`config.mk`:
```
export PLATFORM = sky130hd
export DESIGN_NAME = bipartite_min_degree_peeling
export DESIGN_NICKNAME = d
export VERILOG_FILES = /design/src/bmdp_pkg.sv /design/src/bipartite_min_degree_peeling.sv
export SDC_FILE = /design/constraint.sdc
export NUM_CORES = 2
export LEC_CHECK = 0
export ABC_AREA = 1
export BUFFER_PORTS_ARGS = -buffer_cell sky130_fd_sc_hd__buf_2
export CAP_MARGIN = 20
export CORE_ASPECT_RATIO = 1.4
export CORE_MARGIN = 1
export CORE_UTILIZATION = 60
export DETAILED_ROUTE_END_ITERATION = 10
export PLACE_DENSITY_LB_ADDON = 0.25
export SLEW_MARGIN = 15
export SYNTH_ARGS = -nofsm -noshare
export SYNTH_HDL_FRONTEND = slang
export SYNTH_SLANG_ARGS = --single-unit
export TNS_END_PERCENT = 50
```
`constraint.sdc`:
```
create_clock -name clk -period 11 [get_ports clk]
set_input_delay 3.3 -clock clk [delete_from_list [all_inputs] [get_ports clk]]
set_output_delay 3.3 -clock clk [all_outputs]
set_load 0.03 [all_outputs]
```
`src/bmdp_pkg.sv`:
```
package bmdp_pkg;

	localparam int SIZE  = 32;
	localparam int IDX_W = 5;
	localparam int CNT_W = 6;
	localparam int EDG_W = 11;
	localparam int POT_W = 12;

	typedef enum logic [1:0] {
		MODE_START   = 2'd0,
		MODE_LOAD    = 2'd1,
		MODE_DEL_ROW = 2'd2,
		MODE_DEL_COL = 2'd3
	} mode_t;

	typedef enum logic [2:0] {
		ST_IDLE,
		ST_PRE_A,
		ST_PRE_B,
		ST_SWEEP,
		ST_FINISH
	} state_t;

	typedef struct packed {
		logic [SIZE-1:0]  bits;
		logic [CNT_W-1:0] sum;
	} row_entry_t;

	function automatic logic [CNT_W-1:0] popcount(input logic [SIZE-1:0] v);
		logic [CNT_W-1:0] c;
		c = '0;
		for (int i = 0; i < SIZE; i++) begin
			c = c + CNT_W'(v[i]);
		end
		return c;
	endfunction

endpackage

```
`src/bipartite_min_degree_peeling.sv`:
```
// Greedy minimum-degree peeling over a bipartite 0/1 matrix of up to 32 rows by 32 columns.
// Each item selects an operation in s_tuser: start a matrix, load one row, remove the
// minimum-degree row, or remove the minimum-degree column; each item gives one result
// with the edge count, the sizes in use, both lowest-index minima and the potential.
// Rows and their sums live in one memory and column sums in another, both with a
// registered read; every operation that is not skipped ends in a read-modify-write
// pass over all 32 slots. A load outside the rows or a removal from an empty side is
// skipped and goes straight to its result. After reset a start pass with no rows or
// columns clears all row bits and sets every sum to 32 before the block takes an item.
module bipartite_min_degree_peeling (
	input  logic        clk,
	input  logic        arst_n,
	input  logic        s_tvalid,
	output logic        s_tready,
	// row_total[5:0], col_total[11:6], row_index[16:12], row_bits[48:17], zero fill
	input  logic [55:0] s_tdata,
	// mode[1:0]
	input  logic [1:0]  s_tuser,
	output logic        m_tvalid,
	input  logic        m_tready,
	// edge_count[10:0], rows_now[16:11], cols_now[22:17], min_row_index[27:23],
	// min_row_sum[33:28], min_col_index[38:34], min_col_sum[44:39], potential[56:45],
	// status[57], zero fill
	output logic [63:0] m_tdata
);
	import bmdp_pkg::*;

	row_entry_t       mat_mem [SIZE];
	logic [CNT_W-1:0] csum_mem [SIZE];
	row_entry_t       mat_rd;
	logic [CNT_W-1:0] cs_rd;

	state_t           state_q, state_nx;
	mode_t            op_q, in_mode;
	logic             emit_q, status_q;
	logic [CNT_W-1:0] rows_q, cols_q, idx_q;
	logic [EDG_W-1:0] edges_q;
	logic [IDX_W-1:0] least_row_q, least_col_q, a_idx_q, b_idx_q;
	logic [CNT_W-1:0] rmin_q, cmin_q, npop_q;
	logic [SIZE-1:0]  newbits_q;
	row_entry_t       a_row_q, b_row_q;
	logic [CNT_W-1:0] a_cs_q, b_cs_q;
	logic             vld_s1;
	logic [IDX_W-1:0] k_s1;
	logic             m_tvalid_q;
	logic [63:0]      m_tdata_q;

	logic [CNT_W-1:0] in_rows, in_cols;
	logic [IDX_W-1:0] in_ridx;
	logic [SIZE-1:0]  in_bits, in_mask;
	logic             accept, skip;
	logic [IDX_W-1:0] rd_addr;
	logic             rd_en;
	row_entry_t       row_new;
	logic [CNT_W-1:0] col_new;
	logic [SIZE-1:0]  nb;
	logic             last_k, out_load;
	logic [POT_W-1:0] pot;

	assign in_mode = mode_t'(s_tuser);
	assign in_rows = s_tdata[5:0];
	assign in_cols = s_tdata[11:6];
	assign in_ridx = s_tdata[16:12];
	assign in_bits = s_tdata[48:17];
	assign in_mask = (cols_q >= CNT_W'(SIZE)) ? '1 : ((SIZE'(1) << cols_q) - SIZE'(1));
	assign accept  = s_tready && s_tvalid;
	assign last_k  = vld_s1 && (k_s1 == IDX_W'(SIZE - 1));
	assign out_load = (state_q == ST_FINISH) && emit_q && (!m_tvalid_q || m_tready);

	always_comb begin
		case (in_mode)
			MODE_LOAD:    skip = (CNT_W'(in_ridx) >= rows_q);
			MODE_DEL_ROW: skip = (rows_q == '0);
			MODE_DEL_COL: skip = (cols_q == '0);
			default:      skip = 1'b0;
		endcase
	end

	always_comb begin
		state_nx = state_q;
		case (state_q)
			ST_IDLE: begin
				if (s_tvalid) begin
					if (skip)
						state_nx = ST_FINISH;
					else if (in_mode == MODE_START)
						state_nx = ST_SWEEP;
					else
						state_nx = ST_PRE_A;
				end
			end
			ST_PRE_A: state_nx = ST_PRE_B;
			ST_PRE_B: state_nx = ST_SWEEP;
			ST_SWEEP: begin
				if (last_k)
					state_nx = ST_FINISH;
			end
			ST_FINISH: begin
				if (!emit_q || !m_tvalid_q || m_tready)
					state_nx = ST_IDLE;
			end
			default: state_nx = ST_IDLE;
		endcase
	end

	always_comb begin
		s_tready = (state_q == ST_IDLE);
		rd_en    = 1'b0;
		rd_addr  = idx_q[IDX_W-1:0];
		case (state_q)
			ST_PRE_A: begin
				rd_en   = 1'b1;
				rd_addr = a_idx_q;
			end
			ST_PRE_B: begin
				rd_en   = 1'b1;
				rd_addr = b_idx_q;
			end
			ST_SWEEP: rd_en = (idx_q < CNT_W'(SIZE));
			default: rd_en = 1'b0;
		endcase
	end

	always_comb begin
		row_new = mat_rd;
		col_new = cs_rd;
		nb      = mat_rd.bits;
		case (op_q)
			MODE_START: begin
				row_new.bits = '0;
				row_new.sum  = (CNT_W'(k_s1) < rows_q) ? '0 : CNT_W'(SIZE);
				col_new      = (CNT_W'(k_s1) < cols_q) ? '0 : CNT_W'(SIZE);
			end
			MODE_LOAD: begin
				col_new = cs_rd - CNT_W'(a_row_q.bits[k_s1]) + CNT_W'(newbits_q[k_s1]);
				if (k_s1 == a_idx_q) begin
					row_new.bits = newbits_q;
					row_new.sum  = npop_q;
				end
			end
			MODE_DEL_ROW: begin
				col_new = cs_rd - CNT_W'(a_row_q.bits[k_s1]);
				if (k_s1 == b_idx_q) begin
					row_new.bits = '0;
					row_new.sum  = CNT_W'(SIZE);
				end else if (k_s1 == a_idx_q) begin
					row_new = b_row_q;
				end
			end
			default: begin
				nb[a_idx_q]  = mat_rd.bits[b_idx_q];
				nb[b_idx_q]  = 1'b0;
				row_new.bits = nb;
				row_new.sum  = mat_rd.sum - CNT_W'(mat_rd.bits[a_idx_q]);
				if (k_s1 == b_idx_q)
					col_new = CNT_W'(SIZE);
				else if (k_s1 == a_idx_q)
					col_new = b_cs_q;
			end
		endcase
	end

	always_ff @(posedge clk) begin
		if (rd_en) begin
			mat_rd <= mat_mem[rd_addr];
			cs_rd  <= csum_mem[rd_addr];
		end
		if (vld_s1) begin
			mat_mem[k_s1]  <= row_new;
			csum_mem[k_s1] <= col_new;
		end
	end

	assign pot = POT_W'(edges_q) - POT_W'(rmin_q) - POT_W'(cmin_q);

	always_ff @(posedge clk or negedge arst_n) begin
		if (!arst_n) begin
			state_q     <= ST_SWEEP;
			op_q        <= MODE_START;
			emit_q      <= 1'b0;
			status_q    <= 1'b0;
			rows_q      <= '0;
			cols_q      <= '0;
			idx_q       <= '0;
			edges_q     <= '0;
			least_row_q <= '0;
			least_col_q <= '0;
			a_idx_q     <= '0;
			b_idx_q     <= '0;
			rmin_q      <= CNT_W'(SIZE);
			cmin_q      <= CNT_W'(SIZE);
			vld_s1      <= 1'b0;
			m_tvalid_q  <= 1'b0;
		end else begin
			state_q <= state_nx;
			vld_s1  <= (state_q == ST_SWEEP) && rd_en;
			if (state_q == ST_SWEEP && rd_en)
				idx_q <= idx_q + CNT_W'(1);
			if (state_q != ST_SWEEP)
				idx_q <= '0;
			if (accept) begin
				op_q     <= in_mode;
				emit_q   <= 1'b1;
				status_q <= skip && (in_mode == MODE_DEL_ROW || in_mode == MODE_DEL_COL);
				case (in_mode)
					MODE_START: begin
						rows_q  <= (in_rows > CNT_W'(SIZE)) ? CNT_W'(SIZE) : in_rows;
						cols_q  <= (in_cols > CNT_W'(SIZE)) ? CNT_W'(SIZE) : in_cols;
						edges_q <= '0;
					end
					MODE_LOAD: a_idx_q <= in_ridx;
					MODE_DEL_ROW: begin
						if (!skip) begin
							rows_q  <= rows_q - CNT_W'(1);
							a_idx_q <= least_row_q;
							b_idx_q <= IDX_W'(rows_q - CNT_W'(1));
						end
					end
					default: begin
						if (!skip) begin
							cols_q  <= cols_q - CNT_W'(1);
							a_idx_q <= least_col_q;
							b_idx_q <= IDX_W'(cols_q - CNT_W'(1));
						end
					end
				endcase
			end
			if (vld_s1) begin
				if (k_s1 == '0 || row_new.sum < rmin_q) begin
					rmin_q      <= row_new.sum;
					least_row_q <= k_s1;
				end
				if (k_s1 == '0 || col_new < cmin_q) begin
					cmin_q      <= col_new;
					least_col_q <= k_s1;
				end
			end
			if (last_k) begin
				case (op_q)
					MODE_LOAD:    edges_q <= edges_q - EDG_W'(a_row_q.sum) + EDG_W'(npop_q);
					MODE_DEL_ROW: edges_q <= edges_q - EDG_W'(a_row_q.sum);
					MODE_DEL_COL: edges_q <= edges_q - EDG_W'(a_cs_q);
					default:      edges_q <= edges_q;
				endcase
			end
			if (out_load)
				m_tvalid_q <= 1'b1;
			else if (m_tready)
				m_tvalid_q <= 1'b0;
		end
	end

	always_ff @(posedge clk) begin
		k_s1 <= idx_q[IDX_W-1:0];
		if (accept) begin
			newbits_q <= in_bits & in_mask;
			npop_q    <= popcount(in_bits & in_mask);
		end
		if (state_q == ST_PRE_B) begin
			a_row_q <= mat_rd;
			a_cs_q  <= cs_rd;
		end
		if (state_q == ST_SWEEP && idx_q == '0) begin
			b_row_q <= mat_rd;
			b_cs_q  <= cs_rd;
		end
		if (out_load) begin
			m_tdata_q <= {6'd0, status_q, pot, cmin_q, least_col_q, rmin_q, least_row_q,
				cols_q, rows_q, edges_q};
		end
	end

	assign m_tvalid = m_tvalid_q;
	assign m_tdata  = m_tdata_q;

	a_no_accept_in_sweep: assert property (@(posedge clk) disable iff (!arst_n)
		s_tready |-> !vld_s1)
		else $error("item taken while a pass is running");

	a_s1_in_sweep: assert property (@(posedge clk) disable iff (!arst_n)
		vld_s1 |-> state_q == ST_SWEEP)
		else $error("memory write outside a pass");

	a_result_loaded: assert property (@(posedge clk) disable iff (!arst_n)
		out_load |=> m_tvalid)
		else $error("result not presented");

	a_dims_bounded: assert property (@(posedge clk) disable iff (!arst_n)
		rows_q <= CNT_W'(SIZE) && cols_q <= CNT_W'(SIZE))
		else $error("dimension beyond matrix size");

endmodule

```
[Word level (Yosys, flattened, before mapping)]
Memories as Yosys holds them, arrays and structs flattened. A register that Yosys moved wholly into a read port is not among the register bits.
Index checks and enable logic that the tools add are counted.
Word-level totals
  output and inout port bits: 66
  memory bits (writable): 1408
  logic and storage cells: 208
  memories: 2
  register bits: 259
Cells by class
  equal/unequal tests: 21
  reductions and logical operators: 40
  bitwise gates (word level): 7
  add/sub/neg operators: 43
  mux-type cells: 54
  magnitude comparators: 14
  shift-type cells: 1
Memories
  mat_mem: depth 32, bits a word 38, read ports 1, clocked after memory_dff 1, wr ports 1, RTL line bipartite_min_degree_peeling.sv:28  | row_entry_t mat_mem [SIZE];
  csum_mem: depth 32, bits a word 6, read ports 1, clocked after memory_dff 1, wr ports 1, RTL line bipartite_min_degree_peeling.sv:29  | logic [CNT_W-1:0] csum_mem [SIZE];
Operator list (number)
  $add A6 B1 Y6: 27
  $mux W38: 3
  $pmux W38 S3: 1
  $and A32 B32 Y32: 2
  $mux W6: 10
  $mux W11: 3
  $pmux W11 S3: 1
  $bwmux W32: 1
  $mux W32: 1
  $not A32 Y32: 1
  $shl A1 B6 Y32 const A: 1
  $sub A32 B1 Y32 const B: 1
  $pmux W6 S2: 2
  $sub A11 B6 Y11: 2
  $bmux W1 S5: 4
  $mux W5: 4
  $pmux W5 S2: 2
  $logic_not A6 Y1: 3
  $lt A5 B6 Y1 const B: 3
  $pmux W6 S3: 1
  $pmux W3 S5: 1
  $pmux W5 S3: 1
  $reduce_and A3 Y1: 5
  $gt A6 B6 Y1 const B: 2
  other kinds (45): 98

[Longest topological paths before layout]
  depth after elaboration: 35
  depth in mapped cells: 37

[Worst setup path after synthesis]
OpenSTA, ideal clock, no wires.
  kind: in2reg
  start point: input s_tdata[34]
  end point: register npop_q[4] (data pin)
  required time: 10.743 ns
  path slack: 3.231 ns
  stages: 17
  arrival time: 7.512 ns
  cells stage by stage: o21ai_0 > a31oi_1 > inv_1 > fa_1 > fa_1 > inv_1 > fa_1 > inv_1 > fa_1 > fa_1 > inv_1 > fa_1 > ha_1 > inv_1 > fa_1 > o21a_1 > xor2_1
On the way
  cells in the longest elaborated chain, start to end: 16
Ends and longest elaborated chain
  start, declared: RTL line bipartite_min_degree_peeling.sv:16  | input logic [55:0] s_tdata,
  $and A32 B32 Y32: RTL line bipartite_min_degree_peeling.sv:257  | npop_q <= popcount(in_bits & in_mask);
  $add A6 B1 Y6 (15 in a row): RTL line bmdp_pkg.sv:33  | c = c + CNT_W'(v[i]);
  end signal, assigned: RTL line bipartite_min_degree_peeling.sv:257
  end, declared: RTL line bipartite_min_degree_peeling.sv:39  | logic [CNT_W-1:0] rmin_q, cmin_q, npop_q;
No other way between the ends.
A chain may end at the register's enable or synchronous reset.

[Final worst setup path]
Same ends and word-level chain as after synthesis.

==> impl_metrics.yaml <==
run_status:
  status: "finished with violations"
  violations: "DRC"
synthesis:
  async_flop_share_pct: 4.09
  synth.avg_cell_area_um2: 11.5
  yosysWarnings: 0
  synth_cell_types: 62
  ys_ff_latch: 1711
  syn-instance-count: 6590
  seq_area_frac_synth_pct: 67.5
  synth_ff_type: "edfxtp_1"
  synth_area_um2: 75600
  synth-edff-count: 1636
die:
  die_area_um2: 127000
  start_util_pct: 60.6
  rows: 153
  die_height_um: 422
  io_pins: 128
  core_area_um2: 125000
  die_w_um: 302
clock_network:
  root_buffer: "clkbuf_16"
  post-cts-setup-buffer-count: 0
  cts_sinks: 1711
  numCtsBuffers: 158
  postCtsHoldBufs: 0
  h-tree-depth: 4
  cts_tree: "done"
  clk_latency_ns: 0.80
  post_cts_resized: 0
  cts_buffer_depth: 3
  clkTransAtPathRegs_ns: 0.06
sta:
  min_period_over_period_pct: 67.6
  max_slew_margin_pct: 20.6
  fmax_mhz: 135
  rsz0062_at_grt: "false"
  hold_viol: 0
  final_max_slew_viol_count: 0
  period_minus_slack_ns: 7.43
  timing.final.ws_setup_ns: 3.57
  fin_setup_tns_ns: 0
  worst_pin_slew_ns: 1.19
  skew_ns: 0.0315
  setup_viol: 0
critical_path:
  cp-start-kind: "primary input"
  cp.arrival_ns: 7.99
  rr_worst_depth: 32
  regToRegSetupSlack_ns: 3.79
  end_kind: "flop"
  timing.rr.end: "npop_q[4]"
  crit_required_ns: 11.56
  r2r_start: "cols_q[0]"
  cp_max_fo: 2
  criticalPathCategory: "primary input to flop"
drt:
  routed_wl_mm: 210
  drc: 24
  ant_nets: 0
  routedWlPerCell_um: 25.2
  num_vias: 52171
  first_iter_violations: 6915
  post_drt_via_cell_ratio: 6.25
  drt_pass1_iterations: 9
global_routing:
  grt_use_total_pct: 33.0
  grt_max_degree: 204
  grt_first_pass_wirelength_mm: 309
  grt_pass1_vias: 50094
  antenna_found_initial: 2
  grt_overflow_total: 0
placed_design:
  globalplace.congestion: 0.964
  io_buffers: 114
  hpwl_mm: 114
  place_ws_ns: 2.76
worst_hold_path:
  hold-path-endpoint: "vld_s1"
  hp-class: "flop to flop"
  hold_start: "idx_q[5]"
  holdPathStages: 1
finish:
  drive_gt1_share_pct: 9.61
  fin_nets: 6775
  final_util_pct: 66.5
  final.fill_count: 8850
  antenna_cells: 0
  multi_input_area_um2: 20800
  syn_to_final_growth_pct: 9.69
  seqCellArea_um2: 51000
flow_run:
  maxCapViolations: 0
## layout make-up
class                      count  share of cell area [%]
sequential                  1711                    61.5
tap                         1627                    2.46
multi-input combinational   3835                    25.2
inverter                     676                    3.08
timing repair buffer         217                    1.70
clock inverter                95                    1.13
clock buffer                 189                    4.99
## registers in the layout (all words and copies together) (netlist names), 6 cells and up
| register | flops |
|---|---|
| b_cs_q | 6 |
| b_row_q | 38 |
| rows_q | 6 |
| mat_rd | 38 |
| npop_q | 6 |
| rmin_q | 6 |
| csum_mem | 192 |
| idx_q | 6 |
| mat_mem | 1216 |
| a_cs_q | 6 |
| a_row_q | 38 |
| m_tdata | 58 |
| cols_q | 6 |
| cmin_q | 6 |
| edges_q | 11 |
| cs_rd | 6 |
| newbits_q | 32 |
## logic make-up after synthesis
kind of cell	count (synthesis)	synth area share [%]
xor+xnor	36	0.417
flops	1711	67.5
other cells	1	0.00496
compound gates	1373	11.4
simple gates	2306	12.9
fa+ha+maj	114	2.22
buf+inv	1049	5.54
## cell usage after synthesis, types with 5 or more instances
cell type	number	area [um2]
a211oi_1	5	37.5
a21oi_1	131	656
o21ai_1	46	230
nor4_1	6	37.5
o211ai_1	489	3670
xnor2_1	9	78.8
a21o_1	12	90.1
clkbuf_1	187	702
a22oi_1	38	285
nand2_2	9	56.3
fa_1	33	661
buf_1	25	93.8
xor2_1	27	236
ha_1	81	1010
dfrtp_1	66	1650
nand4_1	17	106
o31ai_1	7	52.6
buf_2	144	721
buf_4	17	128
inv_1	664	2490
nor2_2	8	50.1
a21boi_0	12	90.1
edfxtp_1	1636	49100
nand3_1	491	2460
o221ai_1	25	219
a22o_1	17	149
a221oi_1	13	114
inv_2	10	37.5
a31o_2	5	43.8
o22ai_1	13	81.3
dfxtp_1	5	100
or2_2	97	607
o21bai_1	5	37.5
nand2_1	902	3390
a31oi_1	9	56.3
nor3_1	70	350
o21ai_0	528	2640
nor2_1	690	2590
## layer usage
| metal | vias up | global-route usage (%) | share of wire, % |
|---|---|---|---|
| met3 | 685 | 5.94 | 10 |
| li1 | 23398 | - | - |
| met5 | - | 0 | 0.013 |
| met2 | 2919 | 52.6 | 47 |
| met4 | 4 | 19.8 | 6.8 |
| met1 | 25165 | 42.4 | 36 |
## critical path, cell delays in order
cell and delay, ns:
buf_2 0.07, o21ai_0 0.06, a31oi_1 0.26, inv_1 0.09, fa_1 0.46, fa_1 0.50
inv_1 0.06, fa_1 0.50, inv_1 0.06, fa_1 0.48, fa_1 0.54, inv_1 0.06
fa_1 0.49, ha_1 0.17, inv_1 0.07, fa_1 0.46, o21a_1 0.22, xor2_1 0.14
## cell usage in the layout (no fill, tap or decap), drive strengths merged, types with 6 or more instances in the layout
cell       n
a21boi    12
a21o      12
a21oi    135
a221oi    13
a22o      17
a22oi     38
a31oi     10
buf      217
bufinv    14
clkbuf   189
clkinv    66
conb       6
dfrtp     66
edfxtp  1636
fa        33
ha        81
inv      687
nand2    911
nand3    493
nand4     17
nor2     702
nor3      71
nor4       6
o211ai   489
o21ai    575
o221ai    25
o22ai     14
o31ai      7
or2       98
xnor2      9
xor2      27
## per-stage QoR
| stage | area [um2] | hold slack [ns] | instances |
|---|---|---|---|
| 6_report | 82900 | 0.459 | 8350 |
| 5_1_grt | 82900 | 0.482 | 8350 |
| 4_1_cts | 82800 | 0.458 | 8349 |
| 3_5_place_dp | 77800 | 0.457 | 8065 |
| 3_3_place_gp | 77800 | 0.446 | 8064 |
| 2_1_floorplan | 75600 | 0.401 | 6595 |
## worst max path at each step
stage	from	endpoint	slack, ns	cells after the start
finish	s_tdata[34]	npop_q[4]	3.57	18
global route	cols_q[0]	npop_q[4]	3.26	32
CTS	s_tdata[34]	npop_q[4]	3.57	18
detailed placement	s_tdata[34]	npop_q[4]	2.76	18
global placement	s_tdata[34]	npop_q[4]	2.78	18
floorplan	s_tdata[34]	npop_q[4]	3.23	17
Power is left out: the tool's default activity adds up to more than one toggle a clock period on the data nets, which glitch-free logic cannot reach.
